--- config.mk ---
export PLATFORM = sky130hd
export DESIGN_NAME = source_byte_tokenizer_flat
export DESIGN_NICKNAME = d
export VERILOG_FILES = /design/src/rtl/core/sbt_pkg.sv /design/src/rtl/core/sbt_stream_if.sv /design/src/rtl/core/source_byte_tokenizer.sv /design/src/flat_wrapper.sv
export VERILOG_INCLUDE_DIRS = /design/src /design/src/rtl/core
export SDC_FILE = /design/constraint.sdc
export NUM_CORES = 1
export LEC_CHECK = 0
export BUFFER_PORTS_ARGS = -buffer_cell sky130_fd_sc_hd__buf_2
export CAP_MARGIN = 20
export CORE_ASPECT_RATIO = 0.6
export CORE_UTILIZATION = 50
export CTS_CLUSTER_SIZE = 30
export DETAILED_ROUTE_END_ITERATION = 8
export PLACE_DENSITY = 0.78
export SKIP_LAST_GASP = 1
export SLEW_MARGIN = 15
export SYNTH_ARGS = -nofsm -noshare
export SYNTH_HDL_FRONTEND = slang
export SYNTH_SLANG_ARGS = --single-unit
--- constraint.sdc ---
create_clock -name clk -period 6.1 [get_ports clk]
set_clock_uncertainty 0.05 [all_clocks]
set_input_delay 0.61 -clock clk [delete_from_list [all_inputs] [get_ports clk]]
set_output_delay 0.61 -clock clk [all_outputs]
set_load 0.02 [all_outputs]
--- src/rtl/core/source_byte_tokenizer_macros.svh ---
// Assertion macros for the source byte tokenizer.
// Needs clk and rst_n in the scope of each use.
`ifndef SOURCE_BYTE_TOKENIZER_MACROS_SVH
`define SOURCE_BYTE_TOKENIZER_MACROS_SVH

`ifndef SYNTHESIS
`define SBT_ASSERT_SAME(lbl, ante, cons) \
  lbl: assert property (@(posedge clk) disable iff (!rst_n) (ante) |-> (cons)) \
    else $error("tokenizer assertion failed");
`define SBT_ASSERT_NEXT(lbl, ante, cons) \
  lbl: assert property (@(posedge clk) disable iff (!rst_n) (ante) |=> (cons)) \
    else $error("tokenizer assertion failed");
`else
`define SBT_ASSERT_SAME(lbl, ante, cons)
`define SBT_ASSERT_NEXT(lbl, ante, cons)
`endif

`endif

--- src/rtl/core/sbt_pkg.sv ---
// Shared types, token codes and keyword/character tables for the tokenizer.
// No dependencies.
package sbt_pkg;

  localparam int LEN_LIMIT = 63;
  localparam int LEN_BITS  = $clog2(LEN_LIMIT + 1);
  localparam int POS_BITS  = 32;
  localparam int LINE_BITS = 24;
  localparam int COL_BITS  = 16;
  localparam int PREFIX_CHARS = 6;
  localparam int NUM_KW = 19;

  localparam logic [1:0] MODE_IDLE   = 2'd0;
  localparam logic [1:0] MODE_IDENT  = 2'd1;
  localparam logic [1:0] MODE_NUMBER = 2'd2;
  localparam logic [1:0] MODE_COLON  = 2'd3;

  localparam logic [5:0] TT_EOF        = 6'd0;
  localparam logic [5:0] TT_IDENT      = 6'd1;
  localparam logic [5:0] TT_NUMBER     = 6'd2;
  localparam logic [5:0] TT_KW_BASE    = 6'd3;
  localparam logic [5:0] TT_ASSIGN     = 6'd22;
  localparam logic [5:0] TT_SEMI       = 6'd23;
  localparam logic [5:0] TT_COLON      = 6'd24;
  localparam logic [5:0] TT_COLONCOLON = 6'd25;
  localparam logic [5:0] TT_LBRACE     = 6'd26;
  localparam logic [5:0] TT_RBRACE     = 6'd27;
  localparam logic [5:0] TT_LPAREN     = 6'd28;
  localparam logic [5:0] TT_RPAREN     = 6'd29;
  localparam logic [5:0] TT_COMMA      = 6'd30;
  localparam logic [5:0] TT_PLUS       = 6'd31;
  localparam logic [5:0] TT_MINUS      = 6'd32;
  localparam logic [5:0] TT_STAR       = 6'd33;
  localparam logic [5:0] TT_SLASH      = 6'd34;
  localparam logic [5:0] TT_AMP        = 6'd35;
  localparam logic [5:0] TT_BANG       = 6'd36;
  localparam logic [5:0] TT_LBRACKET   = 6'd37;
  localparam logic [5:0] TT_RBRACKET   = 6'd38;
  localparam logic [5:0] TT_DOT        = 6'd39;
  localparam logic [5:0] TT_UNKNOWN    = 6'd40;

  localparam logic [7:0] CH_NEWLINE = 8'h0a;
  localparam logic [7:0] CH_UNDER   = 8'h5f;
  localparam logic [7:0] CH_DOT     = 8'h2e;
  localparam logic [7:0] CH_COLON   = 8'h3a;

  // keyword text, first byte in the low bits, zero padded
  localparam logic [47:0] KW_TEXT [NUM_KW] = '{
    48'h3869,         48'h363169,       48'h323369,       48'h343669,
    48'h3875,         48'h363175,       48'h323375,       48'h343675,
    48'h323366,       48'h343666,       48'h6c6f6f62,     48'h64696f76,
    48'h746375727473, 48'h6e66,         48'h65757274,     48'h65736c6166,
    48'h74736e6f63,   48'h6e7275746572, 48'h6d756e65
  };
  localparam int KW_LEN [NUM_KW] = '{
    2, 3, 3, 3, 2, 3, 3, 3, 3, 3, 4, 4, 6, 2, 4, 5, 5, 6, 4
  };

  typedef struct packed {
    logic [5:0]  token_type;
    logic [31:0] end_position;
    logic [23:0] line_number;
    logic [15:0] column_number;
    logic [5:0]  token_length;
    logic [7:0]  unknown_byte;
    logic        too_long;
    logic        last_of_run;
  } res_t;

  function automatic logic is_alpha(input logic [7:0] c);
    return c inside {[8'h61:8'h7a], [8'h41:8'h5a]};
  endfunction

  function automatic logic is_digit(input logic [7:0] c);
    return c inside {[8'h30:8'h39]};
  endfunction

  function automatic logic is_space(input logic [7:0] c);
    return c inside {8'h20, [8'h09:8'h0d]};
  endfunction

  function automatic logic [5:0] ident_type(input logic [47:0] prefix,
                                            input logic [LEN_BITS-1:0] len,
                                            input logic ovf);
    logic [5:0] t;
    t = TT_IDENT;
    for (int k = 0; k < NUM_KW; k++) begin
      if (!ovf && prefix == KW_TEXT[k] && len == LEN_BITS'(KW_LEN[k])) begin
        t = 6'(TT_KW_BASE + 6'(k));
      end
    end
    return t;
  endfunction

  // TT_UNKNOWN for anything that is not a single-character token
  function automatic logic [5:0] punct_type(input logic [7:0] c);
    logic [5:0] t;
    case (c)
      8'h3d:   t = TT_ASSIGN;
      8'h3b:   t = TT_SEMI;
      8'h7b:   t = TT_LBRACE;
      8'h7d:   t = TT_RBRACE;
      8'h28:   t = TT_LPAREN;
      8'h29:   t = TT_RPAREN;
      8'h2c:   t = TT_COMMA;
      8'h2b:   t = TT_PLUS;
      8'h2d:   t = TT_MINUS;
      8'h2a:   t = TT_STAR;
      8'h2f:   t = TT_SLASH;
      8'h26:   t = TT_AMP;
      8'h21:   t = TT_BANG;
      8'h5b:   t = TT_LBRACKET;
      8'h5d:   t = TT_RBRACKET;
      8'h2e:   t = TT_DOT;
      default: t = TT_UNKNOWN;
    endcase
    return t;
  endfunction

endpackage

--- src/rtl/core/sbt_stream_if.sv ---
// Valid/ready channels for the tokenizer: byte words in, token words out.
// No dependencies; the token word fields follow sbt_pkg::res_t.
interface sbt_in_if;
  logic       valid;
  logic       ready;
  logic [7:0] ch;
  logic       end_of_input;

  modport source (output valid, ch, end_of_input, input ready);
  modport sink   (input valid, ch, end_of_input, output ready);
endinterface

interface sbt_out_if;
  logic        valid;
  logic        ready;
  logic [5:0]  token_type;
  logic [31:0] end_position;
  logic [23:0] line_number;
  logic [15:0] column_number;
  logic [5:0]  token_length;
  logic [7:0]  unknown_byte;
  logic        too_long;
  logic        last_of_run;

  modport source (output valid, token_type, end_position, line_number, column_number,
                  token_length, unknown_byte, too_long, last_of_run, input ready);
  modport sink   (input valid, token_type, end_position, line_number, column_number,
                  token_length, unknown_byte, too_long, last_of_run, output ready);
endinterface

--- src/rtl/core/source_byte_tokenizer.sv ---
// Streaming source tokenizer: one byte word in, up to two token words out.
// Depends on sbt_pkg, sbt_stream_if and source_byte_tokenizer_macros.svh.
//
// Takes one source byte word per cycle while in_chan.ready is high. Scan state
// and the token words for a byte are formed in the same cycle and land in a
// three-word output queue; in_chan.ready is high while at most one word is
// queued. A byte that ends a pending token and then forms a token of its own
// gives two words, which leave the queue one at a time, so the sustained rate
// is one byte per cycle when each byte gives at most one token and the sink
// takes a word every cycle. No clearing pass after reset.
`include "source_byte_tokenizer_macros.svh"

module source_byte_tokenizer (
  input  logic         clk,
  input  logic         rst_n,
  sbt_in_if.sink       in_chan,
  sbt_out_if.source    out_chan
);
  import sbt_pkg::*;

  logic [1:0]           mode_r, mode_nxt;
  logic                 seen_dot_r, seen_dot_nxt;
  logic [47:0]          prefix_r, prefix_nxt;
  logic [LEN_BITS-1:0]  len_r, len_nxt;
  logic                 ovf_r, ovf_nxt;
  logic [POS_BITS-1:0]  pos_r, pos_nxt;
  logic [LINE_BITS-1:0] line_r, line_nxt;
  logic [COL_BITS-1:0]  col_r, col_nxt;

  res_t       q_r [3];
  res_t       q_nxt [3];
  res_t       sh [3];
  logic [1:0] cnt_r, cnt_nxt;

  logic [7:0] c;
  logic       acc, pop, endf, a_c, d_c, s_c, col_c, dot_c;
  logic       cont, cc, pend, sc_emit, idle_scan;
  logic [5:0] p_type;
  res_t       pend_tok, sc_tok;
  logic [1:0] n_push, base;

  assign c     = in_chan.ch;
  assign acc   = in_chan.valid && in_chan.ready;
  assign pop   = (cnt_r != 2'd0) && out_chan.ready;
  assign endf  = in_chan.end_of_input || (c == 8'h00);
  assign a_c   = is_alpha(c);
  assign d_c   = is_digit(c);
  assign s_c   = is_space(c);
  assign col_c = (c == CH_COLON);
  assign dot_c = (c == CH_DOT);
  assign p_type = punct_type(c);

  assign in_chan.ready = (cnt_r <= 2'd1);

  always_comb begin
    cont = 1'b0;
    cc   = 1'b0;
    pend = 1'b0;
    case (mode_r)
      MODE_IDENT:  begin
        cont = !endf && (a_c || d_c || c == CH_UNDER);
        pend = !cont;
      end
      MODE_NUMBER: begin
        cont = !endf && (d_c || (dot_c && !seen_dot_r));
        pend = !cont;
      end
      MODE_COLON:  begin
        cc   = !endf && col_c;
        pend = !cc;
      end
      default: ;
    endcase
  end

  assign idle_scan = !cont && !cc;
  assign sc_emit   = cc || (idle_scan && (endf || !(s_c || a_c || d_c || col_c)));

  // byte counters, advanced by every byte that is not an end marker
  always_comb begin
    pos_nxt  = pos_r;
    line_nxt = line_r;
    col_nxt  = col_r;
    if (!endf) begin
      pos_nxt = pos_r + 1'b1;
      if (col_r != '1) col_nxt = col_r + 1'b1;
      if (c == CH_NEWLINE) begin
        if (line_r != '1) line_nxt = line_r + 1'b1;
        col_nxt = '0;
      end
    end
  end

  always_comb begin
    mode_nxt     = mode_r;
    seen_dot_nxt = seen_dot_r;
    prefix_nxt   = prefix_r;
    len_nxt      = len_r;
    ovf_nxt      = ovf_r;
    if (cont) begin
      if (dot_c) seen_dot_nxt = 1'b1;
      if (len_r < LEN_BITS'(LEN_LIMIT)) begin
        for (int i = 0; i < PREFIX_CHARS; i++) begin
          if (len_r == LEN_BITS'(i)) prefix_nxt[8*i +: 8] = c;
        end
        len_nxt = len_r + 1'b1;
      end else begin
        ovf_nxt = 1'b1;
      end
    end else begin
      mode_nxt = MODE_IDLE;
      if (idle_scan && !endf && (a_c || d_c)) begin
        mode_nxt     = a_c ? MODE_IDENT : MODE_NUMBER;
        seen_dot_nxt = 1'b0;
        prefix_nxt   = {40'd0, c};
        len_nxt      = LEN_BITS'(1);
        ovf_nxt      = 1'b0;
      end else if (idle_scan && !endf && col_c) begin
        mode_nxt = MODE_COLON;
      end
    end
  end

  always_comb begin
    pend_tok.token_type    = TT_COLON;
    pend_tok.token_length  = 6'd1;
    pend_tok.too_long      = 1'b0;
    if (mode_r == MODE_IDENT) begin
      pend_tok.token_type   = ident_type(prefix_r, len_r, ovf_r);
      pend_tok.token_length = 6'(len_r);
      pend_tok.too_long     = ovf_r;
    end else if (mode_r == MODE_NUMBER) begin
      pend_tok.token_type   = TT_NUMBER;
      pend_tok.token_length = 6'(len_r);
      pend_tok.too_long     = ovf_r;
    end
    pend_tok.end_position  = 32'(pos_r);
    pend_tok.line_number   = line_r;
    pend_tok.column_number = col_r;
    pend_tok.unknown_byte  = 8'd0;
    pend_tok.last_of_run   = !sc_emit;

    sc_tok.too_long      = 1'b0;
    sc_tok.last_of_run   = 1'b1;
    sc_tok.unknown_byte  = 8'd0;
    sc_tok.end_position  = 32'(pos_nxt);
    sc_tok.line_number   = line_nxt;
    sc_tok.column_number = col_nxt;
    if (cc) begin
      sc_tok.token_type   = TT_COLONCOLON;
      sc_tok.token_length = 6'd2;
    end else if (endf) begin
      sc_tok.token_type    = TT_EOF;
      sc_tok.token_length  = 6'd0;
      sc_tok.end_position  = '0;
      sc_tok.line_number   = '0;
      sc_tok.column_number = '0;
    end else begin
      sc_tok.token_type   = p_type;
      sc_tok.token_length = 6'd1;
      if (p_type == TT_UNKNOWN) sc_tok.unknown_byte = c;
    end
  end

  // output queue: shift on pop, then append this byte's words
  assign n_push = acc ? (2'(pend) + 2'(sc_emit)) : 2'd0;
  assign base   = cnt_r - 2'(pop);

  always_comb begin
    sh[0] = pop ? q_r[1] : q_r[0];
    sh[1] = pop ? q_r[2] : q_r[1];
    sh[2] = q_r[2];
    for (int i = 0; i < 3; i++) begin
      q_nxt[i] = sh[i];
      if (n_push != 2'd0 && base == 2'(i)) q_nxt[i] = pend ? pend_tok : sc_tok;
      if (n_push == 2'd2 && base + 2'd1 == 2'(i)) q_nxt[i] = sc_tok;
    end
    cnt_nxt = base + n_push;
  end

  always_ff @(posedge clk) begin
    if (!rst_n) begin
      mode_r     <= MODE_IDLE;
      seen_dot_r <= 1'b0;
      prefix_r   <= '0;
      len_r      <= '0;
      ovf_r      <= 1'b0;
      pos_r      <= '0;
      line_r     <= '0;
      col_r      <= '0;
      cnt_r      <= 2'd0;
    end else begin
      cnt_r <= cnt_nxt;
      if (acc) begin
        mode_r     <= mode_nxt;
        seen_dot_r <= seen_dot_nxt;
        prefix_r   <= prefix_nxt;
        len_r      <= len_nxt;
        ovf_r      <= ovf_nxt;
        pos_r      <= pos_nxt;
        line_r     <= line_nxt;
        col_r      <= col_nxt;
      end
    end
  end

  always_ff @(posedge clk) begin
    q_r <= q_nxt;
  end

  assign out_chan.valid         = (cnt_r != 2'd0);
  assign out_chan.token_type    = q_r[0].token_type;
  assign out_chan.end_position  = q_r[0].end_position;
  assign out_chan.line_number   = q_r[0].line_number;
  assign out_chan.column_number = q_r[0].column_number;
  assign out_chan.token_length  = q_r[0].token_length;
  assign out_chan.unknown_byte  = q_r[0].unknown_byte;
  assign out_chan.too_long      = q_r[0].too_long;
  assign out_chan.last_of_run   = q_r[0].last_of_run;

  // a word that is not last of its run always has its partner queued behind it
  `SBT_ASSERT_SAME(a_pair_queued, (cnt_r != 2'd0) && !q_r[0].last_of_run, cnt_r >= 2'd2)
  `SBT_ASSERT_NEXT(a_eof_queued, acc && in_chan.end_of_input, cnt_r != 2'd0)
  `SBT_ASSERT_NEXT(a_eof_idle, acc && in_chan.end_of_input, mode_r == MODE_IDLE)
  `SBT_ASSERT_SAME(a_eof_zero_loc, (cnt_r != 2'd0) && q_r[0].token_type == TT_EOF,
                   q_r[0].end_position == 32'd0 && q_r[0].line_number == 24'd0 &&
                   q_r[0].column_number == 16'd0)

endmodule

--- src/flat_wrapper.sv ---
// flat-port wrapper written by rule: the top's interface ports become plain ports
module source_byte_tokenizer_flat import sbt_pkg::*;
  (clk, rst_n, in_chan_valid, in_chan_ch, in_chan_end_of_input, in_chan_ready, out_chan_valid, out_chan_token_type, out_chan_end_position, out_chan_line_number, out_chan_column_number, out_chan_token_length, out_chan_unknown_byte, out_chan_too_long, out_chan_last_of_run, out_chan_ready);
  sbt_in_if in_chan_i ();
  sbt_out_if out_chan_i ();
  input  logic clk;
  input  logic rst_n;
  input wire logic [$bits(in_chan_i.valid)-1:0] in_chan_valid;
  input wire logic [$bits(in_chan_i.ch)-1:0] in_chan_ch;
  input wire logic [$bits(in_chan_i.end_of_input)-1:0] in_chan_end_of_input;
  output wire logic [$bits(in_chan_i.ready)-1:0] in_chan_ready;
  output wire logic [$bits(out_chan_i.valid)-1:0] out_chan_valid;
  output wire logic [$bits(out_chan_i.token_type)-1:0] out_chan_token_type;
  output wire logic [$bits(out_chan_i.end_position)-1:0] out_chan_end_position;
  output wire logic [$bits(out_chan_i.line_number)-1:0] out_chan_line_number;
  output wire logic [$bits(out_chan_i.column_number)-1:0] out_chan_column_number;
  output wire logic [$bits(out_chan_i.token_length)-1:0] out_chan_token_length;
  output wire logic [$bits(out_chan_i.unknown_byte)-1:0] out_chan_unknown_byte;
  output wire logic [$bits(out_chan_i.too_long)-1:0] out_chan_too_long;
  output wire logic [$bits(out_chan_i.last_of_run)-1:0] out_chan_last_of_run;
  input wire logic [$bits(out_chan_i.ready)-1:0] out_chan_ready;
  assign in_chan_i.valid = in_chan_valid;
  assign in_chan_i.ch = in_chan_ch;
  assign in_chan_i.end_of_input = in_chan_end_of_input;
  assign in_chan_ready = in_chan_i.ready;
  assign out_chan_valid = out_chan_i.valid;
  assign out_chan_token_type = out_chan_i.token_type;
  assign out_chan_end_position = out_chan_i.end_position;
  assign out_chan_line_number = out_chan_i.line_number;
  assign out_chan_column_number = out_chan_i.column_number;
  assign out_chan_token_length = out_chan_i.token_length;
  assign out_chan_unknown_byte = out_chan_i.unknown_byte;
  assign out_chan_too_long = out_chan_i.too_long;
  assign out_chan_last_of_run = out_chan_i.last_of_run;
  assign out_chan_i.ready = out_chan_ready;
  source_byte_tokenizer u_core (.clk(clk), .rst_n(rst_n), .in_chan(in_chan_i), .out_chan(out_chan_i));
endmodule
After elaboration in Yosys (flattened, before gate mapping). Cells that the tools add are included.

Register bits after elaboration: 414. Bits of input ports: 13. Output and inout port bits: 96. Word-level logic and storage cells: 299.

Add/subtract/negate cells: 8. Magnitude comparators: 10. Eq/ne operators: 65. Multiplexer cells: 75. Bitwise gates (word level): 1. Reduce and logical (&&, ||, !) cells: 102.

Operators by type and width (count): $mux 94 (9); $eq 48x22->1 const B (8); $eq 48x31->1 const B (4); $mux 48 (3); $mux 72 (2); $eq 8x6->1 const B (14); $eq 48x14->1 const B (2); $eq 48x39->1 const B (2); $eq 48x47->1 const B (2); $pmux 6 s16 (1); $mux 24 (3); $mux 8 (9); $logic_and 1x1->1 (59); $eq 48x15->1 const B (1); $mux 16 (3); $mux 6 (8); $eq 8x7->1 const B (5); $mux 5 (7); $add 32x1->32 const B (1); $mux 32 (1); $mux 4 (8); $add 24x1->24 const B (1); $ne 24x24->1 const B (1); $reduce_and 4->1 (6); other kinds (39) (101).

Depth between registers and ports, before layout.
Depth in word-level cells: 26. Gate-level depth with buffers: 20. Gate-level depth less buffers: 14.

Least setup slack after synthesis. No wires, ideal clock.

Path type: input -> register. From: input port in_chan_ch[4]. To: register u_core.q_r[10] in the netlist's numbering (enable). Setup time: 0.872 ns. Arrival: 5.380 ns. Required time: 5.178 ns. Setup slack: -0.202 ns. Stages on the path: 16. Path buffers: 6. Path through: buf_4 > nor4b_4 > a32o_1 > a21boi_1 > o21bai_1 > o21a_2 > inv_4 > buf_6 > buf_6 > buf_2 > ha_1 > o21ai_0 > or2_2 > clkbuf_1 > clkbuf_1 > nand2_1.

Cells in the longest elaborated chain, start to end: 16. Elaborated cells on any way between the ends: 51. Classes of those cells: add/sub: 1; order compare: 8; eq/ne: 5; mux: 4; reduce/logical: 33.

Ends and longest elaborated chain: from (decl) (line flat_wrapper.sv:9) `input wire logic [$bits(in_chan_i.ch)-1:0] in_chan_ch;`; $ge 8x7->1 / $le 8x7->1 (equally long branches) (line sbt_pkg.sv:71) `return c inside {[8'h61:8'h7a], [8'h41:8'h5a]};`; $logic_and 1x1->1 (line sbt_pkg.sv:71); $reduce_bool 2->1 (line sbt_pkg.sv:71); $logic_or 1x1->1 (2 in a row) (line source_byte_tokenizer.sv:61) `cont = !endf && (a_c || d_c || c == CH_UNDER);`; $logic_and 1x1->1 (line source_byte_tokenizer.sv:61); $pmux 1 s2 (line source_byte_tokenizer.sv:59) `case (mode_r)`; $logic_not 1->1 (line source_byte_tokenizer.sv:76) `assign idle_scan = !cont && !cc;`; $logic_and 1x1->1 (line source_byte_tokenizer.sv:76); $logic_and 1x1->1 (line source_byte_tokenizer.sv:77) `assign sc_emit = cc || (idle_scan && (endf || !(s_c || a_c || d_c || col_c)));`; $logic_or 1x1->1 (line source_byte_tokenizer.sv:77); $add 1x1->2 * (line source_byte_tokenizer.sv:166) `assign n_push = acc ? (2'(pend) + 2'(sc_emit)) : 2'd0;`; $mux 2 * (line source_byte_tokenizer.sv:166); $eq 2x2->1 / $reduce_bool 2->1 (equally long branches) (line source_byte_tokenizer.sv:176, source_byte_tokenizer.sv:175); $logic_and 1x1->1 (on tied branches) (line source_byte_tokenizer.sv:176, source_byte_tokenizer.sv:175); $reduce_bool 2->1 (no source line) *; to (signal assigned) (line source_byte_tokenizer.sv:208) `q_r <= q_nxt;`; to (decl) (line source_byte_tokenizer.sv:30) `res_t q_r [3];`.

Mark *: on every way between the ends. The rest lies on a longest branch, timed or not. A chain may end at the register's enable or synchronous reset.

==> results.yml <==
route:
  wl_per_cell_um: 23.92
  vias_per_cell: 6.532
  ant_nets: 0
  drc: 0
  drtPass1Iterations: 6
  initialDrtViolationCount: 2963
  vias: 20040
  wl_um: 73380
global_routing:
  grt_use_met3: 0.08604
  grt_pass1_wl_um: 111400
  grt_pass1_vias: 17930
  grt_overflow: 0
  antenna_found_initial: 2
  top_usage_layer: "met1"
  met2_usage: 0.4039
  grt_usage: 0.3040
  use_met1: 0.4791
  grt_max_degree: 114
hold_path:
  min_path_type: "in -> reg"
  holdCritStartpoint: "in_chan_ch[5]"
  whs_endpoint: "u_core.prefix_r[5]"
  holdPathStages: 3
setup_path:
  arrival_ns: 5.27
  ff2ff_path_depth: 13
  end_kind: "flip-flop"
  r2r_start: "u_core.mode_r[1]"
  start_kind: "primary input"
  worstReg2RegEnd: "u_core.out_chan.token_type[3]"
  worstPathMaxFanout: 52
  r2r_setup_slack_ns: 1.61
  path_class: "in -> reg"
  cp_data_required_time_ns: 6.44
synth:
  synth-seq-cells: 414
  synth_edf_count: 276
  synth_area_leaders: "edfxtp_1 35%, dfxtp_1 12%, nand2_1 5.3%"
  synth_ff_type: "edfxtp_1"
  synthTopCellsByCount: "330 x nand2_1, 276 x edfxtp_1, 170 x o21ai_0"
  synth.distinct_cells: 93
  ys_async_sr_fraction: 0
  synth_top_area_share: 0.3548
  synth_area_leader_cell: "edfxtp_1"
  synth_area_per_cell_um2: 9.225
  ys_seq_area_frac: 0.4731
  yosysMostFrequentCell: "nand2_1"
  postSynthCellCount: 2532
  syn_nets: 2560
  synth_warnings: 0
  synth_area_um2: 23360
place:
  place_area_um2: 23510
  place_inst: 2987
  preCtsSetupSlack_ns: 0.6497
  hpwl_um: 47770
  io_buffers: 108
  place_congestion: 1.038
timing:
  period_minus_slack_ns: 4.930
  setup_violations: 0
  fmax_ghz: 0.2028
  rsz0062_at_grt: "no"
  maxSlewHeadroom: 0.2657
  worstMarginPinSlew_ns: 1.101
  min_period_over_period: 0.8082
  hold_viol_final: 0
  drv_slew: 0
  fin_ws_ns: 1.170
  setup_tns_ns: 0
  whs_ns: 0.4100
pwr:
  switching_power_mw: 3.323
  power.share.clock: 0.287
  vdd_drop_max_uv: 219.4
  share_comb_of_total_power: 0.270
  p_total_mw: 9.605
  power_frac_seq: 0.443
  switching_share: 0.3459
  power.density_nw_per_um2: 383.8
  p_int_mw: 6.282
  p_leak_nw: 9.076
cts:
  cts.clk_slew.worst_paths_ns: 0.07
  cts_root_buffer: "clkbuf_16"
  clkSinkCount: 414
  holdBufCountCts: 0
  htree_levels: 2
  cts_buffers: 42
  post_cts_resized: 0
  cts_tree: "yes"
  clock_latency_ns: 0.57
  clockBufferDepth: 3
  cts_setup_buffers: 0
die:
  die_w_um: 281.0
  initial_core_util: 0.5143
  dieArea_um2: 47610
  die_h_um: 169.4
  core-area_um2: 45420
  num_rows: 60
  io_pins: 109
finish:
  nets: 2441
  design_area_um2: 25020
  utilization: 0.5510
  final_cells: 3068
  drive_above_1_share: 0.1165
  syn_to_final_growth_pct: 7.135
run_status:
  status: "finished, final reports clean"
run:
  cap_violations: 0
[area by class of cell]
class	instances	area, µm²
diodes	1	2.502
clock buffers	57	1234
clock inverters	21	230.2
fillers	3921	20390
inverters	23	88.84
multi-input cells	1780	10700
flip-flops and latches	414	11050
well taps	620	775.7
repair buffers	152	940.9
[registers in the layout (all words and copies together), names as in the netlist, 2 cells and up]
register,flops
u_core.out_chan.line_number,24
u_core.out_chan.token_length,6
u_core.pos_r,32
u_core.out_chan.unknown_byte,8
u_core.line_r,24
u_core.q_r,188
u_core.len_r,6
u_core.mode_r,2
u_core.out_chan.token_type,6
u_core.out_chan.end_position,32
u_core.prefix_r,48
u_core.out_chan.column_number,16
u_core.col_r,16
u_core.cnt_r,2
[cells by family (layout without fill, tap and decap cells)]
logic type / count (synthesis) / after routing / synth area share
multiplexers: 10 / 10 / 0.004286
buffers and inverters: 338 / 253 / 0.07366
adder cells (fa/ha/maj): 15 / 15 / 0.008035
flip-flops: 414 / 414 / 0.4731
other: 0 / 1 / 0
AO/OA/AOI/OAI: 656 / 656 / 0.1794
XOR/XNOR: 111 / 111 / 0.04162
AND/OR/NAND/NOR: 988 / 988 / 0.2199
[layout by cell type, fill, tap and decap left out, drive strengths merged, types with 14 or more instances in the layout]
master,Yosys,final
o21ai,192,192
nand2,331,331
a21oi,159,159
nand2b,14,14
nor2,104,104
nor3,52,52
nand4,42,42
inv,23,23
nor4,17,17
a22o,56,56
and3,113,113
nand3,127,127
nor2b,24,24
a21boi,15,15
dfxtp,138,138
ha,15,15
edfxtp,276,276
buf,161,152
a32o,20,20
clkbuf,154,57
xor2,47,47
xnor2,64,64
and2,69,69
a31o,19,19
or3,21,21
o22ai,94,94
a22oi,14,14
[worst max-delay path, stage by stage]
cell and delay [ns]:
buf_2 0.27, nor4_4 0.48, and2b_1 0.21, o31ai_1 0.08, buf_4 0.15, o2111a_1 0.25, nand2b_1 0.30, nor2_1 0.18
ha_1 0.34, o21ai_0 0.59, nor3_2 0.11, buf_4 0.38, a21oi_4 0.28, buf_4 0.58, o22ai_1 0.18, a31oi_1 0.23
[power groups by stage]
stage	combinational (mW)	clock, mW	sequential [mW]
floorplan	2.06	0	4.15
global placement	2.48	0	4.31
detailed placement	2.54	0	4.29
CTS	2.55	2.78	4.25
global route	2.76	2.90	4.30
finish	2.59	2.76	4.25
[worst max path at each step]
stage             startpoint                          endpoint  slack (ns)  cells after the start
2_1_floorplan  in_chan_ch[4]  u_core.out_chan.column_number[0]        0.70                     17
3_3_place_gp   in_chan_ch[1]                    u_core.q_r[89]        0.89                     14
3_5_place_dp   in_chan_ch[1]                    u_core.q_r[25]        0.65                     15
4_1_cts        in_chan_ch[1]                    u_core.q_r[25]        1.24                     15
5_1_grt        in_chan_ch[4]     u_core.out_chan.token_type[3]        1.00                     17
6_report       in_chan_ch[1]     u_core.out_chan.token_type[3]        1.17                     16
[metal layers]
layer | share of wire | wire, µm
met4 | 0.018 | 1311
met1 | 0.44 | 32250
met5 | 0.00025 | 18
met2 | 0.39 | 28820
met3 | 0.15 | 10970
Power figures use the tool's default switching activity.
